--- config.mk ---
export PLATFORM = sky130hd
export DESIGN_NAME = rds_uecp_frame_parser
export DESIGN_NICKNAME = d
export VERILOG_FILES = /design/src/rds_pkg.sv /design/src/rds_front.sv /design/src/rds_back.sv /design/src/rds_uecp_frame_parser.sv
export VERILOG_INCLUDE_DIRS = /design/src /design/src/src
export SDC_FILE = /design/constraint.sdc
export NUM_CORES = 1
export LEC_CHECK = 0
export ABC_AREA = 1
export BUFFER_PORTS_ARGS = -buffer_cell sky130_fd_sc_hd__buf_2
export CORE_ASPECT_RATIO = 1.75
export CORE_MARGIN = 5
export CORE_UTILIZATION = 35
export DETAILED_ROUTE_END_ITERATION = 16
export PLACE_DENSITY_LB_ADDON = 0.2
export SYNTH_ARGS = -nofsm -noshare
export SYNTH_HDL_FRONTEND = slang
export SYNTH_HIERARCHICAL = 1
export SYNTH_SLANG_ARGS = --single-unit
export TNS_END_PERCENT = 5
--- constraint.sdc ---
create_clock -name clk -period 11.08 [get_ports clk]
set_clock_uncertainty 0.1 [all_clocks]
set_input_delay 1.108 -clock clk [delete_from_list [all_inputs] [get_ports clk]]
set_output_delay 1.108 -clock clk [all_outputs]
set_load 0.01 [all_outputs]
--- src/assert_macros.svh ---
// assertion macros shared by the rds uecp parser modules
// no dependencies
`ifndef ASSERT_MACROS_SVH
`define ASSERT_MACROS_SVH

// property holds at every clock edge outside reset
`define ASSERT_ALWAYS(label, clk, rst, prop, msg) \
  label: assert property (@(posedge clk) disable iff (rst) (prop)) else $error(msg);

// antecedent implies consequent in the same cycle
`define ASSERT_IMPLIES(label, clk, rst, ante, cons, msg) \
  label: assert property (@(posedge clk) disable iff (rst) (ante) |-> (cons)) else $error(msg);

`endif

--- src/rds_pkg.sv ---
// package for the rds uecp frame parser: types, constants, crc step
// no dependencies
`timescale 1ns / 1ps
`default_nettype none
package rds_pkg;

  localparam int TEXT_BYTES_DEF = 64;

  localparam logic [7:0] BYTE_SYNC  = 8'hFF;
  localparam logic [7:0] BYTE_START = 8'hFE;
  localparam logic [7:0] BYTE_ESC   = 8'hFD;
  localparam logic [7:0] MEC_RT     = 8'h0A;
  localparam logic [7:0] MEC_RTP    = 8'h46;
  localparam logic [7:0] MEC_RASS   = 8'hDA;
  localparam logic [7:0] AID_HI     = 8'h4B;
  localparam logic [7:0] AID_LO     = 8'hD7;
  localparam logic [7:0] BYTE_SPACE = 8'h20;

  typedef enum logic [2:0] {
    KIND_TEXT      = 3'd0,
    KIND_TEXT_ERR  = 3'd1,
    KIND_RTP       = 3'd2,
    KIND_RTP_ERR   = 3'd3,
    KIND_RASS_OK   = 3'd4,
    KIND_RASS_ERR  = 3'd5
  } kind_t;

  // frame parser states
  typedef enum logic [5:0] {
    PS_IDLE        = 6'd0,
    PS_ADDR1       = 6'd1,
    PS_ADDR2       = 6'd2,
    PS_SEQ         = 6'd3,
    PS_LEN         = 6'd4,
    PS_MEC         = 6'd5,
    PS_RT_DSN      = 6'd6,
    PS_RT_PSN      = 6'd7,
    PS_RT_MEL      = 6'd8,
    PS_RT_STATUS   = 6'd9,
    PS_RT_TEXT     = 6'd10,
    PS_RT_CRC_HI   = 6'd11,
    PS_RT_CRC_LO   = 6'd12,
    PS_RASS_MEL    = 6'd26,
    PS_RASS_H1     = 6'd27,
    PS_RASS_H2     = 6'd28,
    PS_RASS_PN2    = 6'd29,
    PS_RASS_PN1    = 6'd30,
    PS_RASS_PN0    = 6'd31,
    PS_RASS_PC2    = 6'd32,
    PS_RASS_PC1    = 6'd33,
    PS_RASS_PC0    = 6'd34,
    PS_RASS_DATA   = 6'd35,
    PS_RASS_CRC_HI = 6'd36,
    PS_RASS_CRC_LO = 6'd37,
    PS_RTP_MEL     = 6'd38,
    PS_RTP_AID_HI  = 6'd39,
    PS_RTP_AID_LO  = 6'd40,
    PS_RTP_CB      = 6'd41,
    PS_RTP_TAG0    = 6'd42,
    PS_RTP_TAG1    = 6'd43,
    PS_RTP_TAG2    = 6'd44,
    PS_RTP_TAG3    = 6'd45,
    PS_RTP_TAG4    = 6'd46,
    PS_RTP_CRC_HI  = 6'd47,
    PS_RTP_CRC_LO  = 6'd48
  } ps_t;

  // event handed from front to back
  typedef enum logic [1:0] {
    EV_TEXT_OK  = 2'd0,
    EV_TEXT_ERR = 2'd1,
    EV_RTP      = 2'd2
  } ev_t;

  typedef struct packed {
    ev_t         ev;
    logic [6:0]  count;
  } job_t;

  typedef enum logic [1:0] {
    BK_IDLE = 2'd0,
    BK_TRIM = 2'd1,
    BK_EMIT = 2'd2
  } bk_state_t;

  function automatic logic [15:0] crc_step(input logic [15:0] crc, input logic [7:0] b);
    logic [15:0] x;
    logic [7:0]  lo;
    x  = {crc[7:0], crc[15:8]};
    x  = x ^ {8'h00, b};
    x  = x ^ {12'h000, x[7:4]};
    lo = x[7:0];
    x  = x ^ {lo[3:0], 12'h000} ^ {3'b000, lo, 5'b00000};
    return x;
  endfunction

endpackage
`default_nettype wire

--- src/rds_front.sv ---
// front: unstuffing, frame state machine, crc check, text store writes
// depends on rds_pkg
`timescale 1ns / 1ps
`default_nettype none
`include "assert_macros.svh"
module rds_front #(
  parameter int TEXT_BYTES = rds_pkg::TEXT_BYTES_DEF
) (
  input  wire logic        clk,
  input  wire logic        rst,
  input  wire logic        in_valid,
  input  wire logic [7:0]  in_byte,
  output logic             in_ready,
  // text store write port
  output logic             wr_en,
  output logic [$clog2(TEXT_BYTES)-1:0] wr_addr,
  output logic [7:0]       wr_data,
  // job to back part
  output logic             job_valid,
  input  wire logic        job_ready,
  output rds_pkg::job_t    job,
  // direct results (rass, rt+ tags, rt+ error): single-shot
  output logic             res_valid,
  input  wire logic        res_ready,
  output logic [2:0]       res_kind,
  output logic             res_last,
  output logic [23:0]      res_pn,
  output logic [39:0]      res_tags
);
  localparam int AW = $clog2(TEXT_BYTES);

  rds_pkg::ps_t st, st_next, s0;
  logic        esc;
  logic [15:0] crc;
  logic [15:0] rcrc;
  logic [7:0]  fli;
  logic [7:0]  rem;
  logic [6:0]  widx;
  logic        tvalid;
  logic [7:0]  tagb [5];
  logic [23:0] pn, pc;

  logic        acc, take;
  logic [7:0]  c;
  logic [15:0] crc_base, crc_new;
  logic        crc_upd, good;
  logic        busy;

  // back part idle is required so the text store is not rewritten mid-run
  assign busy     = job_valid || res_valid;
  assign in_ready = !busy && job_ready;
  assign acc      = in_valid && in_ready;

  assign s0   = (in_byte == rds_pkg::BYTE_SYNC) ? rds_pkg::PS_IDLE : st;
  assign take = !(in_byte == rds_pkg::BYTE_ESC && !esc && s0 != rds_pkg::PS_IDLE);

  always_comb begin
    c = in_byte;
    if (esc) begin
      case (in_byte)
        8'h00:   c = 8'hFD;
        8'h01:   c = 8'hFE;
        8'h02:   c = 8'hFF;
        default: c = in_byte;
      endcase
    end
  end

  assign crc_base = (s0 == rds_pkg::PS_ADDR1) ? 16'hFFFF : crc;
  assign crc_upd  = (s0 >= rds_pkg::PS_ADDR1 && s0 < rds_pkg::PS_RT_CRC_HI)
                    || (s0 >= rds_pkg::PS_RASS_MEL && s0 < rds_pkg::PS_RASS_CRC_HI)
                    || (s0 >= rds_pkg::PS_RTP_MEL && s0 < rds_pkg::PS_RTP_CRC_HI);
  assign crc_new  = crc_upd ? rds_pkg::crc_step(crc_base, c) : crc_base;
  assign good     = ({rcrc[15:8], c} == ~crc);

  always_comb begin
    st_next = rds_pkg::PS_IDLE;
    case (s0)
      rds_pkg::PS_IDLE:
        st_next = (c == rds_pkg::BYTE_START) ? rds_pkg::PS_ADDR1 : rds_pkg::PS_IDLE;
      rds_pkg::PS_ADDR1, rds_pkg::PS_ADDR2, rds_pkg::PS_SEQ, rds_pkg::PS_RT_DSN,
      rds_pkg::PS_RT_PSN, rds_pkg::PS_RASS_H1, rds_pkg::PS_RASS_H2, rds_pkg::PS_RTP_CB,
      rds_pkg::PS_RASS_PN2, rds_pkg::PS_RASS_PN1, rds_pkg::PS_RASS_PN0,
      rds_pkg::PS_RASS_PC2, rds_pkg::PS_RASS_PC1, rds_pkg::PS_RASS_PC0,
      rds_pkg::PS_RT_CRC_HI, rds_pkg::PS_RASS_CRC_HI, rds_pkg::PS_RTP_CRC_HI,
      rds_pkg::PS_RTP_TAG0, rds_pkg::PS_RTP_TAG1, rds_pkg::PS_RTP_TAG2,
      rds_pkg::PS_RTP_TAG3, rds_pkg::PS_RTP_TAG4:
        st_next = rds_pkg::ps_t'(s0 + 6'd1);
      rds_pkg::PS_LEN:  st_next = rds_pkg::PS_MEC;
      rds_pkg::PS_MEC: begin
        if (c == rds_pkg::MEC_RT) st_next = rds_pkg::PS_RT_DSN;
        else if (c == rds_pkg::MEC_RTP) st_next = rds_pkg::PS_RTP_MEL;
        else if (c == rds_pkg::MEC_RASS) st_next = rds_pkg::PS_RASS_MEL;
        else st_next = rds_pkg::PS_IDLE;
      end
      rds_pkg::PS_RT_MEL: begin
        if (c == 8'd0 || {1'b0, c} > 9'(TEXT_BYTES + 1) || ({1'b0, c} + 9'd4) > {1'b0, fli})
          st_next = rds_pkg::PS_IDLE;
        else st_next = rds_pkg::PS_RT_STATUS;
      end
      rds_pkg::PS_RT_STATUS:
        st_next = (rem == 8'd0) ? rds_pkg::PS_RT_CRC_HI : rds_pkg::PS_RT_TEXT;
      rds_pkg::PS_RT_TEXT:
        st_next = (rem <= 8'd1) ? rds_pkg::PS_RT_CRC_HI : rds_pkg::PS_RT_TEXT;
      rds_pkg::PS_RASS_MEL:
        st_next = (c < 8'd9) ? rds_pkg::PS_IDLE : rds_pkg::PS_RASS_H1;
      rds_pkg::PS_RASS_DATA:
        st_next = (rem == 8'd0) ? rds_pkg::PS_RASS_CRC_HI : rds_pkg::PS_RASS_DATA;
      rds_pkg::PS_RTP_MEL:
        st_next = (fli == 8'd10 && c == 8'd8) ? rds_pkg::PS_RTP_AID_HI : rds_pkg::PS_IDLE;
      rds_pkg::PS_RTP_AID_HI:
        st_next = (c == rds_pkg::AID_HI) ? rds_pkg::PS_RTP_AID_LO : rds_pkg::PS_IDLE;
      rds_pkg::PS_RTP_AID_LO:
        st_next = (c == rds_pkg::AID_LO) ? rds_pkg::PS_RTP_CB : rds_pkg::PS_IDLE;
      default: st_next = rds_pkg::PS_IDLE;
    endcase
  end

  assign wr_en   = acc && take && s0 == rds_pkg::PS_RT_TEXT && widx < 7'(TEXT_BYTES);
  assign wr_addr = widx[AW-1:0];
  assign wr_data = c;

  always_ff @(posedge clk) begin
    if (rst) begin
      st <= rds_pkg::PS_IDLE; esc <= 1'b0; crc <= 16'hFFFF; rcrc <= 16'h0; fli <= 8'h0;
      rem <= 8'h0; widx <= 7'h0; tvalid <= 1'b0; pn <= 24'h0; pc <= 24'h0;
      job_valid <= 1'b0; res_valid <= 1'b0;
    end else begin
      if (job_valid && job_ready) job_valid <= 1'b0;
      if (res_valid && res_ready) res_valid <= 1'b0;
      if (acc) begin
        if (!take) begin
          st  <= s0;
          esc <= 1'b1;
        end else begin
          esc <= 1'b0;
          st  <= st_next;
          crc <= crc_new;
          case (s0)
            rds_pkg::PS_LEN:  fli <= c;
            rds_pkg::PS_RT_MEL: begin
              rem  <= c - 8'd1;
              widx <= 7'd0;
            end
            rds_pkg::PS_RT_TEXT: begin
              if (widx < 7'(TEXT_BYTES)) widx <= widx + 7'd1;
              if (rem != 8'd0) rem <= rem - 8'd1;
            end
            rds_pkg::PS_RT_CRC_HI, rds_pkg::PS_RASS_CRC_HI, rds_pkg::PS_RTP_CRC_HI:
              rcrc <= {c, 8'h00};
            rds_pkg::PS_RT_CRC_LO: begin
              rcrc      <= {rcrc[15:8], c};
              tvalid    <= good;
              job_valid <= 1'b1;
              job.ev    <= good ? rds_pkg::EV_TEXT_OK : rds_pkg::EV_TEXT_ERR;
              job.count <= widx;
            end
            rds_pkg::PS_RASS_MEL: rem <= c - 8'd9;
            rds_pkg::PS_RASS_PN2: pn[23:16] <= c;
            rds_pkg::PS_RASS_PN1: pn[15:8]  <= c;
            rds_pkg::PS_RASS_PN0: pn[7:0]   <= c;
            rds_pkg::PS_RASS_PC2: pc[23:16] <= c;
            rds_pkg::PS_RASS_PC1: pc[15:8]  <= c;
            rds_pkg::PS_RASS_PC0: pc[7:0]   <= c;
            rds_pkg::PS_RASS_DATA: if (rem != 8'd0) rem <= rem - 8'd1;
            rds_pkg::PS_RASS_CRC_LO: begin
              rcrc      <= {rcrc[15:8], c};
              res_valid <= 1'b1;
              res_kind  <= good ? 3'(rds_pkg::KIND_RASS_OK) : 3'(rds_pkg::KIND_RASS_ERR);
              res_last  <= (pn == pc);
              res_pn    <= pn;
              res_tags  <= '0;
            end
            rds_pkg::PS_RTP_TAG0: tagb[0] <= c;
            rds_pkg::PS_RTP_TAG1: tagb[1] <= c;
            rds_pkg::PS_RTP_TAG2: tagb[2] <= c;
            rds_pkg::PS_RTP_TAG3: tagb[3] <= c;
            rds_pkg::PS_RTP_TAG4: tagb[4] <= c;
            rds_pkg::PS_RTP_CRC_LO: begin
              rcrc <= {rcrc[15:8], c};
              res_last <= 1'b0;
              res_pn   <= '0;
              if (!good) begin
                res_valid <= 1'b1;
                res_kind  <= 3'(rds_pkg::KIND_RTP_ERR);
                res_tags  <= '0;
              end else if (tvalid) begin
                res_valid <= 1'b1;
                res_kind  <= 3'(rds_pkg::KIND_RTP);
                res_tags  <= {tagb[4][4:0], tagb[3][2:0], tagb[4][7:5],
                              tagb[2][0], tagb[3][7:3], tagb[2][6:1],
                              tagb[1][4:0], tagb[2][7], tagb[0][2:0], tagb[1][7:5],
                              tagb[0][3], tagb[0][7:4]};
              end
            end
            default: ;
          endcase
        end
      end
    end
  end

  `ASSERT_ALWAYS(a_one_out, clk, rst, !(job_valid && res_valid), "front: two results pending")
  `ASSERT_IMPLIES(a_widx, clk, rst, 1'b1, widx <= 7'(TEXT_BYTES), "front: write index overflow")
  `ASSERT_IMPLIES(a_no_acc, clk, rst, busy, !in_ready, "front: accepted while busy")
endmodule
`default_nettype wire

--- src/rds_back.sv ---
// back: text store, trailing space trim, text run and text error emission
// depends on rds_pkg
`timescale 1ns / 1ps
`default_nettype none
`include "assert_macros.svh"
module rds_back #(
  parameter int TEXT_BYTES = rds_pkg::TEXT_BYTES_DEF
) (
  input  wire logic        clk,
  input  wire logic        rst,
  input  wire logic        wr_en,
  input  wire logic [$clog2(TEXT_BYTES)-1:0] wr_addr,
  input  wire logic [7:0]  wr_data,
  input  wire logic        job_valid,
  output logic             job_ready,
  input  rds_pkg::job_t    job,
  output logic             o_valid,
  input  wire logic        o_ready,
  output logic [2:0]       o_kind,
  output logic [7:0]       o_byte,
  output logic             o_last
);
  localparam int AW = $clog2(TEXT_BYTES);

  logic [7:0] mem [TEXT_BYTES];
  rds_pkg::bk_state_t st, st_next;
  logic [6:0] cnt;     // characters still considered
  logic [6:0] idx;
  logic [6:0] rd_addr;
  logic [7:0] rd_data;
  logic       rd_ok;
  logic       ld;

  // entries at or above the last write count are not cleared; reads are registered
  always_ff @(posedge clk) begin
    if (wr_en) mem[wr_addr] <= wr_data;
    rd_data <= mem[rd_addr[AW-1:0]];
  end

  assign ld = st == rds_pkg::BK_EMIT && (!o_valid || o_ready) && idx < cnt && !rd_ok;

  always_comb begin
    rd_addr = idx;
    if (st == rds_pkg::BK_TRIM) rd_addr = cnt - 7'd1;
  end

  always_comb begin
    st_next = st;
    case (st)
      rds_pkg::BK_IDLE: if (job_valid && !o_valid) begin
        if (job.ev == rds_pkg::EV_TEXT_OK && job.count > 7'd1) st_next = rds_pkg::BK_TRIM;
        else if (job.ev == rds_pkg::EV_TEXT_OK && job.count == 7'd1)
          st_next = rds_pkg::BK_EMIT;
      end
      rds_pkg::BK_TRIM: if (rd_ok && (rd_data != rds_pkg::BYTE_SPACE || cnt == 7'd1))
        st_next = rds_pkg::BK_EMIT;
      rds_pkg::BK_EMIT: if (idx == cnt && !rd_ok && (!o_valid || o_ready))
        st_next = rds_pkg::BK_IDLE;
      default: st_next = rds_pkg::BK_IDLE;
    endcase
  end

  assign job_ready = st == rds_pkg::BK_IDLE && !o_valid;

  always_ff @(posedge clk) begin
    if (rst) begin
      st <= rds_pkg::BK_IDLE; o_valid <= 1'b0; rd_ok <= 1'b0; cnt <= '0; idx <= '0;
    end else begin
      st <= st_next;
      if (o_valid && o_ready && !(st == rds_pkg::BK_EMIT && rd_ok)) o_valid <= 1'b0;
      case (st)
        rds_pkg::BK_IDLE: if (job_valid && !o_valid) begin
          idx   <= '0;
          rd_ok <= 1'b0;
          cnt   <= job.count;
          if (job.ev == rds_pkg::EV_TEXT_ERR) begin
            o_valid <= 1'b1; o_kind <= 3'(rds_pkg::KIND_TEXT_ERR);
            o_byte <= 8'h0; o_last <= 1'b0;
          end else if (job.ev == rds_pkg::EV_TEXT_OK && job.count == 7'd0) begin
            o_valid <= 1'b1; o_kind <= 3'(rds_pkg::KIND_TEXT);
            o_byte <= 8'h0; o_last <= 1'b1;
          end
        end
        rds_pkg::BK_TRIM: begin
          if (!rd_ok) rd_ok <= 1'b1;
          else if (rd_data == rds_pkg::BYTE_SPACE && cnt > 7'd1) begin
            cnt   <= cnt - 7'd1;
            rd_ok <= 1'b0;
          end else rd_ok <= 1'b0;
        end
        rds_pkg::BK_EMIT: begin
          if (ld) rd_ok <= 1'b1;
          if (rd_ok && (!o_valid || o_ready)) begin
            o_valid <= 1'b1; o_kind <= 3'(rds_pkg::KIND_TEXT);
            o_byte  <= rd_data; o_last <= (idx + 7'd1 == cnt);
            idx     <= idx + 7'd1;
            rd_ok   <= 1'b0;
          end
        end
        default: ;
      endcase
    end
  end

  `ASSERT_IMPLIES(a_idx, clk, rst, 1'b1, idx <= cnt, "back: index past count")
  `ASSERT_IMPLIES(a_cnt, clk, rst, 1'b1, cnt <= 7'(TEXT_BYTES), "back: count too large")
  `ASSERT_IMPLIES(a_trim, clk, rst, st == rds_pkg::BK_TRIM, cnt >= 7'd1, "back: trim empty")
endmodule
`default_nettype wire

--- src/rds_uecp_frame_parser.sv ---
// top level of the rds uecp frame parser: front, back, output merge
// depends on rds_pkg, rds_front, rds_back
`timescale 1ns / 1ps
`default_nettype none
// usage:
// s_axis carries one ancillary byte per transfer in tdata[7:0].
// m_axis carries one result per transfer; tdata fields from bit 0:
//   text_byte(8) last(1) toggle_bits(4) running_bit(1) tag1_type(6)
//   tag1_start(6) tag1_length(6) tag2_type(6) tag2_start(6) tag2_length(5)
//   packet_number(24), zero padded; tuser holds kind(3).
// the front takes one byte per cycle while no frame result is pending and
// no text run is being emitted; the final crc byte of a frame produces its
// results. rass and rt+ results appear on the cycle after that byte. a text
// run first trims trailing spaces, reading the text store from its end,
// then emits the kept characters in order through the registered read
// port of the text store; input stalls meanwhile.
// reset (rst, synchronous) returns the parser to idle and drops held text.
// when m_axis_tready is low results are held and the input stalls once
// the single front output slot is full.
module rds_uecp_frame_parser #(
  parameter int TEXT_BYTES = rds_pkg::TEXT_BYTES_DEF
) (
  input  wire logic         clk,
  input  wire logic         rst,
  input  wire logic         s_axis_tvalid,
  output logic              s_axis_tready,
  input  wire logic [7:0]   s_axis_tdata,   // rx_byte
  output logic              m_axis_tvalid,
  input  wire logic         m_axis_tready,
  output logic [79:0]       m_axis_tdata,   // see header for field list
  output logic [2:0]        m_axis_tuser    // kind
);
  localparam int AW = $clog2(TEXT_BYTES);

  logic wr_en; logic [AW-1:0] wr_addr; logic [7:0] wr_data;
  logic job_valid, job_ready; rds_pkg::job_t job;
  logic rv, rr; logic [2:0] rk; logic rl; logic [23:0] rpn; logic [39:0] rtags;
  logic bv, br; logic [2:0] bk; logic [7:0] bb; logic bl;

  rds_front #(.TEXT_BYTES(TEXT_BYTES)) u_front (
    .clk, .rst, .in_valid(s_axis_tvalid), .in_byte(s_axis_tdata), .in_ready(s_axis_tready),
    .wr_en, .wr_addr, .wr_data, .job_valid, .job_ready, .job,
    .res_valid(rv), .res_ready(rr), .res_kind(rk), .res_last(rl), .res_pn(rpn),
    .res_tags(rtags));

  rds_back #(.TEXT_BYTES(TEXT_BYTES)) u_back (
    .clk, .rst, .wr_en, .wr_addr, .wr_data, .job_valid, .job_ready, .job,
    .o_valid(bv), .o_ready(br), .o_kind(bk), .o_byte(bb), .o_last(bl));

  assign m_axis_tvalid = bv || rv;
  assign br = m_axis_tready;
  assign rr = m_axis_tready && !bv;
  always_comb begin
    if (bv) begin
      m_axis_tuser = bk;
      m_axis_tdata = {71'd0, bl, bb};
    end else begin
      m_axis_tuser = rk;
      m_axis_tdata = {7'd0, rpn, rtags, rl, 8'd0};
    end
  end
endmodule
`default_nettype wire

* Word-level counts from Yosys, hierarchy flattened
Memory sizes are Yosys's and may differ from the RTL's. A register that Yosys moved wholly into a read port is not among the register bits.
Cells that the tools add are included.
** Operators by class
- Add/subtract/negate cells :: 8
- $lt $le $gt $ge :: 14
- Mux-type cells :: 126
- Reductions and logical operators :: 87
- Equal/unequal tests :: 70
- Bitwise gates (word level) :: 8
** Operator list (number)
- == test 6 bit, second input constant :: 17
- two-way mux 40 bit :: 2
- two-way mux 8 bit :: 10
- case mux 40 bit (2 select lines) :: 1
- two-way mux 73 bit :: 1
- case mux 6 bit (12 select lines) :: 1
- two-way mux 1 bit :: 59
- two-way mux 6 bit :: 8
- case mux 24 bit (2 select lines) :: 1
- case mux 8 bit (3 select lines) :: 2
- two-way mux 7 bit :: 6
- case mux 7 bit (2 select lines) :: 3
- == test 8 bit, second input constant :: 5
- == test 6 x 5 -> 1 bit, second input constant :: 6
- two-way mux 3 bit :: 12
- two-way mux 16 bit :: 2
- case mux 16 bit (2 select lines) :: 1
- OR reduction 8 bit :: 4
- == test 6 x 4 -> 1 bit, second input constant :: 5
- logical AND 1 bit :: 30
- AND reduction 3 bit :: 10
- AND reduction 4 bit :: 7
- == test 24 bit :: 1
- == test 6 x 3 -> 1 bit, second input constant :: 4
- other kinds (65) :: 115
** Word-level totals
- Bits of input ports :: 12
- Bits in registers :: 212
- Output and inout bits :: 85
- Bits in writable memories :: 552
- Logic and storage cells :: 345
- Memories kept :: 2
** Memories
- u_back.mem :: words 64, bits a word 8, rd ports 1, clocked after memory_dff 1, wr ports 1, RTL line rds_back.sv:25 : logic [7:0] mem [TEXT_BYTES];
- u_front.tagb :: words 5, bits a word 8, rd ports 5, clocked after memory_dff 0, wr ports 1, RTL line rds_front.sv:40 : logic [7:0] tagb [5];

* Logic depth before layout (Yosys ltp)
- Depth in word-level cells :: 13
- Depth in mapped cells :: 24
- Gate-level depth less buffers :: 22

* Modules after synthesis
Netlist, hierarchy kept.
** Modules (own cells, without submodules)
- rds_back :: area an instance 24770.0 µm², seq. area each 16195.5 µm², instances 1, cells an instance 2537
- rds_front :: area an instance 10960.5 µm², seq. area each 5585.4 µm², instances 1, cells an instance 1297
- rds_uecp_frame_parser :: area an instance 723.2 µm², seq. area each 0.0 µm², instances 1, cells an instance 177

* Least setup slack after synthesis
No wires, ideal clock.
- Path type :: input to register
- Start :: in s_axis_tdata[6]
- End :: reg u_front.res_kind[0] (enable)
- Library setup time :: 397 ps
- Cell stages on the path :: 16
- Arrival :: 5133 ps
- Buffers on the path :: 1
- Data required time :: 10583 ps
- Setup slack :: 5450 ps
- Cells stage by stage :: nand2_1 -> nor2_2 -> nand2_4 -> buf_6 -> nand2_1 -> ha_1 -> nand2_2 -> nor2_4 -> inv_2 -> o21ai_4 -> inv_2 -> nor2_2 -> inv_1 -> a21oi_1 -> nand2_1 -> inv_1
** On the way
- Word-level cells in the longest chain between the ends :: 6
- Elaborated cells between the ends (all ways) :: 18
- Classes of those cells :: eq/ne: 8; mux: 3; bitwise: 1; reduce/logical: 6
** Ends and longest elaborated chain
- start: declaration :: RTL line rds_uecp_frame_parser.sv:27 : input wire logic [7:0] s_axis_tdata,
- == test 8 x 2 -> 1 bit, or another cell as far along :: RTL line rds_front.sv:60 : case (in_byte)
- case mux 8 bit (3 select lines) or two-way mux 6 bit (tied branches) :: RTL line rds_front.sv:60, rds_front.sv:54
- two-way mux 8 bit or nonzero test 6 bit (tied branches) :: RTL line rds_front.sv:59, rds_front.sv:55
- == test 16 bit or logical AND 1 bit (tied branches) :: RTL line rds_front.sv:74, rds_front.sv:55
- != test 3 x 2 -> 1 bit (no source line) or inverter 1 bit (tied branches)
- AND reduction 5 bit (no source line) (*)
- end signal: assignment :: RTL line rds_front.sv:169 : res_kind <= good ? 3'(rds_pkg::KIND_RASS_OK) : 3'(rds_pkg::KIND_RASS_ERR);
- end signal: assignment :: RTL line rds_front.sv:185 : res_kind <= 3'(rds_pkg::KIND_RTP_ERR);
- end signal: assignment :: RTL line rds_front.sv:189 : res_kind <= 3'(rds_pkg::KIND_RTP);
- end: declaration :: RTL line rds_front.sv:25 : output logic [2:0] res_kind,
Every way passes the cells marked *; elsewhere a longest branch is shown, timed or not.
A chain may end at the register's enable or synchronous reset.

* Worst setup path after layout
- Start :: reg u_back.st[1]
- End :: reg u_back.rd_data[7] (read register of u_back.mem)
** On the way
- Word-level cells in the longest chain between the ends :: 2
** Ends and longest elaborated chain
- start: declaration :: RTL line rds_back.sv:26 : rds_pkg::bk_state_t st, st_next;
- start signal: assignment :: RTL line rds_back.sv:69 : st <= st_next;
- == test 2 x 1 -> 1 bit :: RTL line rds_back.sv:44 : if (st == rds_pkg::BK_TRIM) rd_addr = cnt - 7'd1;
- two-way mux 6 bit :: RTL line rds_back.sv:44
- end: declaration :: RTL line rds_back.sv:30 : logic [7:0] rd_data;
No other way between the ends.

==> impl_metrics.py <==
metrics = {
    "grt": {
        "grt_pass1_wl_um": 165000,
        "grt_max_degree": 106,
        "gr-usage-all-layers_pct": 19.6,
        "grt_overflow": 0,
        "grt_pass1_vias": 27200,
        "antenna_found_initial": 0,
    },
    "logic_synthesis": {
        "synth.distinct_cells": 52,
        "syn_area_sq_um": 36500,
        "synth_top_area_share_pct": 52.6,
        "synth_cells": 4011,
        "synthArstFlopShare_pct": 0,
        "ys_top_cells_by_area": "edfxtp_1, nand3_1, nand2_1, inv_1, dfxtp_1",
        "synth_mux_area_share_pct": 0.0275,
        "ys_warn_count": 6,
        "synth.avg_cell_area_sq_um": 9.09,
        "synth_top_family_by_area": "simple AND/OR/NAND/NOR gates",
        "synth_compound_area_share_pct": 4.04,
        "synth.ff_latch_count": 769,
        "yosysSeqAreaShare_pct": 59.7,
        "synth_top_area_cell": "edfxtp_1",
        "synthFlopType": "edfxtp_1",
        "synth_xor_area_share_pct": 1.53,
        "synth_edf_count": 638,
        "synthAdderAreaFrac_pct": 1.13,
        "yosys.area_share.simple_pct": 22.7,
    },
    "floorplanning": {
        "die_area_sq_um": 111000,
        "die_y_um": 437,
        "start_util_pct": 35.2,
        "rows": 156,
        "die_w_um": 254,
        "io_pins": 97,
        "coreArea_sq_um": 103000,
    },
    "power": {
        "switching_share_pct": 26.2,
        "seq_power_share_pct": 48.3,
        "cell_internal_pwr_w": 0.00484,
        "p_sw_w": 0.00172,
        "finalPower_w": 0.00656,
        "peakVddDrop_mv": 0.101,
        "power_frac_clock_pct": 40.1,
        "comb_power_share_pct": 11.6,
        "p_leak_nw": 17.4,
        "p_per_area_nw_per_um2": 162,
    },
    "final_layout": {
        "utilization_pct": 39.1,
        "n_fill_cell": 10600,
        "diodes": 0,
        "fin_nets": 4085,
        "drive_gt1_share_pct": 7.66,
        "area_growth_pct": 11.0,
    },
    "clocking": {
        "clock_latency_ps": 640,
        "cts-root-buf": "clkbuf_16",
        "postCtsSetupBuffers": 0,
        "cts.path.max_buffers": 3,
        "clkTransAtPathRegs_ps": 70,
        "post_cts_resized": 0,
        "cts_buffers": 74,
        "htreeDepth": 3,
        "cts.sinks": 769,
        "tritoncts": "built",
        "cts_hold_buf": 0,
    },
    "worst_setup_path": {
        "path_max_fanout": 99,
        "cp_common_cell": "nand3_1",
        "crit_required_ps": 11500,
        "cpLargestDelayFamily": "simple AND/OR/NAND/NOR gates",
        "crit_slowest_cell": "buf_4",
        "worst-path-buf-inv": 4,
        "crit_path_end_kind": "flip-flop",
        "cpPeakStageDelay_ps": 890,
        "path_class": "reg2reg",
        "start_kind": "flip-flop",
        "path_cells": "inv_1, ha_1, inv_2, nand2_2, buf_4, nand2_4, buf_4, nand2_1, nand3_1, nand3_1, nand3_1, nand3_1, nand3_1, nand2_1",
        "cp.arrival_ps": 5290,
    },
    "sta": {
        "hold_viol": 0,
        "finalSetupViolations": 0,
        "tightest_slew_ps": 1130,
        "slew_violations": 0,
        "period_share_pct": 43.9,
        "slew_headroom_pct": 24.3,
        "setup_tns_ps": 0,
        "fin_ws_ps": 6210,
        "timing.fmax_mhz": 205,
        "min_period_ps": 4870,
        "hold_slack_ps": 374,
        "rsz0062_at_grt": "no",
    },
    "outcome": {
        "status": "complete, no violations",
    },
    "route": {
        "postRouteAntennaNets": 0,
        "drc": 0,
        "drt_iter0_markers": 1753,
        "drt-total-wl_um": 110000,
        "dr.pass1.iters": 6,
        "vias": 26600,
        "wl_per_cell_um": 20.2,
        "viasPerCell": 4.88,
    },
    "placed_design": {
        "dp_slack_ps": 5650,
        "gp_congestion": 0.914,
        "numPortBuffers": 89,
        "dp_hpwl_um": 73200,
    },
    "flow_run": {
        "max_cap_violations": 0,
    },
    "worst_hold_path": {
        "min_path_type": "reg2reg",
    },
}
==> worst paths after layout <==
check	start	end	cells past startpoint	slack, ps
max	u_back/st[1]	u_back/rd_data[7]	14	6210
min	u_front/pc[23]	u_front/pc[23]	2	370
max reg2reg	u_back/st[1]	u_back/rd_data[7]	14	6210
min reg2reg	u_front/pc[23]	u_front/pc[23]	2	370
==> cell families (layout without fill, tap and decap cells) <==
group | Yosys count | in the layout
simple gates | 1898 | 1898
buf+inv | 974 | 1053
flops | 769 | 769
compound gates | 270 | 270
xor+xnor | 63 | 63
fa+ha+maj | 33 | 33
other cells | 3 | 10
mux | 1 | 1
==> worst min-delay path, stage by stage (launching register included) <==
cell and delay [ps]:
dfxtp_1 310, inv_1 60, a21oi_1 60
==> Yosys cell counts, drive strengths merged, types with 5 or more instances <==
library cell,n
a31oi,6
a211oi,6
nand2,838
dfxtp,131
xor2,40
ha,33
edfxtp,638
inv,792
clkbuf,40
o21ai,108
nor4,5
nand3b,16
nand4,30
buf,139
xnor2,23
or2,5
a21oi,130
nor3,36
o211ai,6
nor2,343
nand3,624
==> registers in the layout, summed over array words and instances, names as in the netlist, 7 cells and up <==
register and flops:
u_front/pc 24, u_front/res_pn 24, u_back/cnt 7, u_front/crc 16, u_front/fli 8, u_front/tagb 40, u_back/mem 512, u_front/pn 24
u_front/res_tags 40, u_front/widx 7, u_back/idx 7, u_back/rd_data 8, u_back/o_byte 8, u_front/rem 8, u_front/job 8, u_front/rcrc 8
==> placed cells by master, fill, tap and decap left out, drive strengths merged, types with 5 or more instances in the layout <==
cell,n
a211oi,6
a21oi,130
a31oi,6
buf,124
bufinv,11
clkbuf,87
clkinv,31
clkinvlp,6
conb,10
dfxtp,131
edfxtp,638
ha,33
inv,794
nand2,838
nand3,624
nand3b,16
nand4,30
nor2,343
nor3,36
nor4,5
o211ai,6
o21ai,108
or2,5
xnor2,23
xor2,40
==> through the flow <==
step,instances,area [sq um]
after detailed placement,5306,38000
after floorplan,4018,36500
after global routing,5440,40500
after global placement,5306,38000
after CTS,5439,40500
final,5440,40500
==> power by group through the flow <==
stage                     clock, W  combinational (W)  sequential (W)
after floorplan                  0           0.000510         0.00322
after global placement           0           0.000764         0.00323
after detailed placement         0           0.000765         0.00323
after CTS                  0.00270           0.000767         0.00316
after global routing       0.00280           0.000841         0.00317
final                      0.00263           0.000761         0.00317
==> layout make-up <==
cell class	count	area, sq um	share of cell area [%]
Sequential cell	769	21800	53.8
Multi-Input combinational cell	2275	10800	26.8
Inverter	795	2990	7.38
Clock buffer	86	1910	4.71
Tap cell	1343	1680	4.15
Timing Repair Buffer	125	716	1.77
Clock inverter	47	564	1.39
==> metal layers <==
layer	GRT usage [%]	routed length (um)
met4	11.8	7310
met5	0	0
met2	37.9	60000
met3	1.91	3820
met1	20.0	38600
Power figures use the tool's default switching activity.
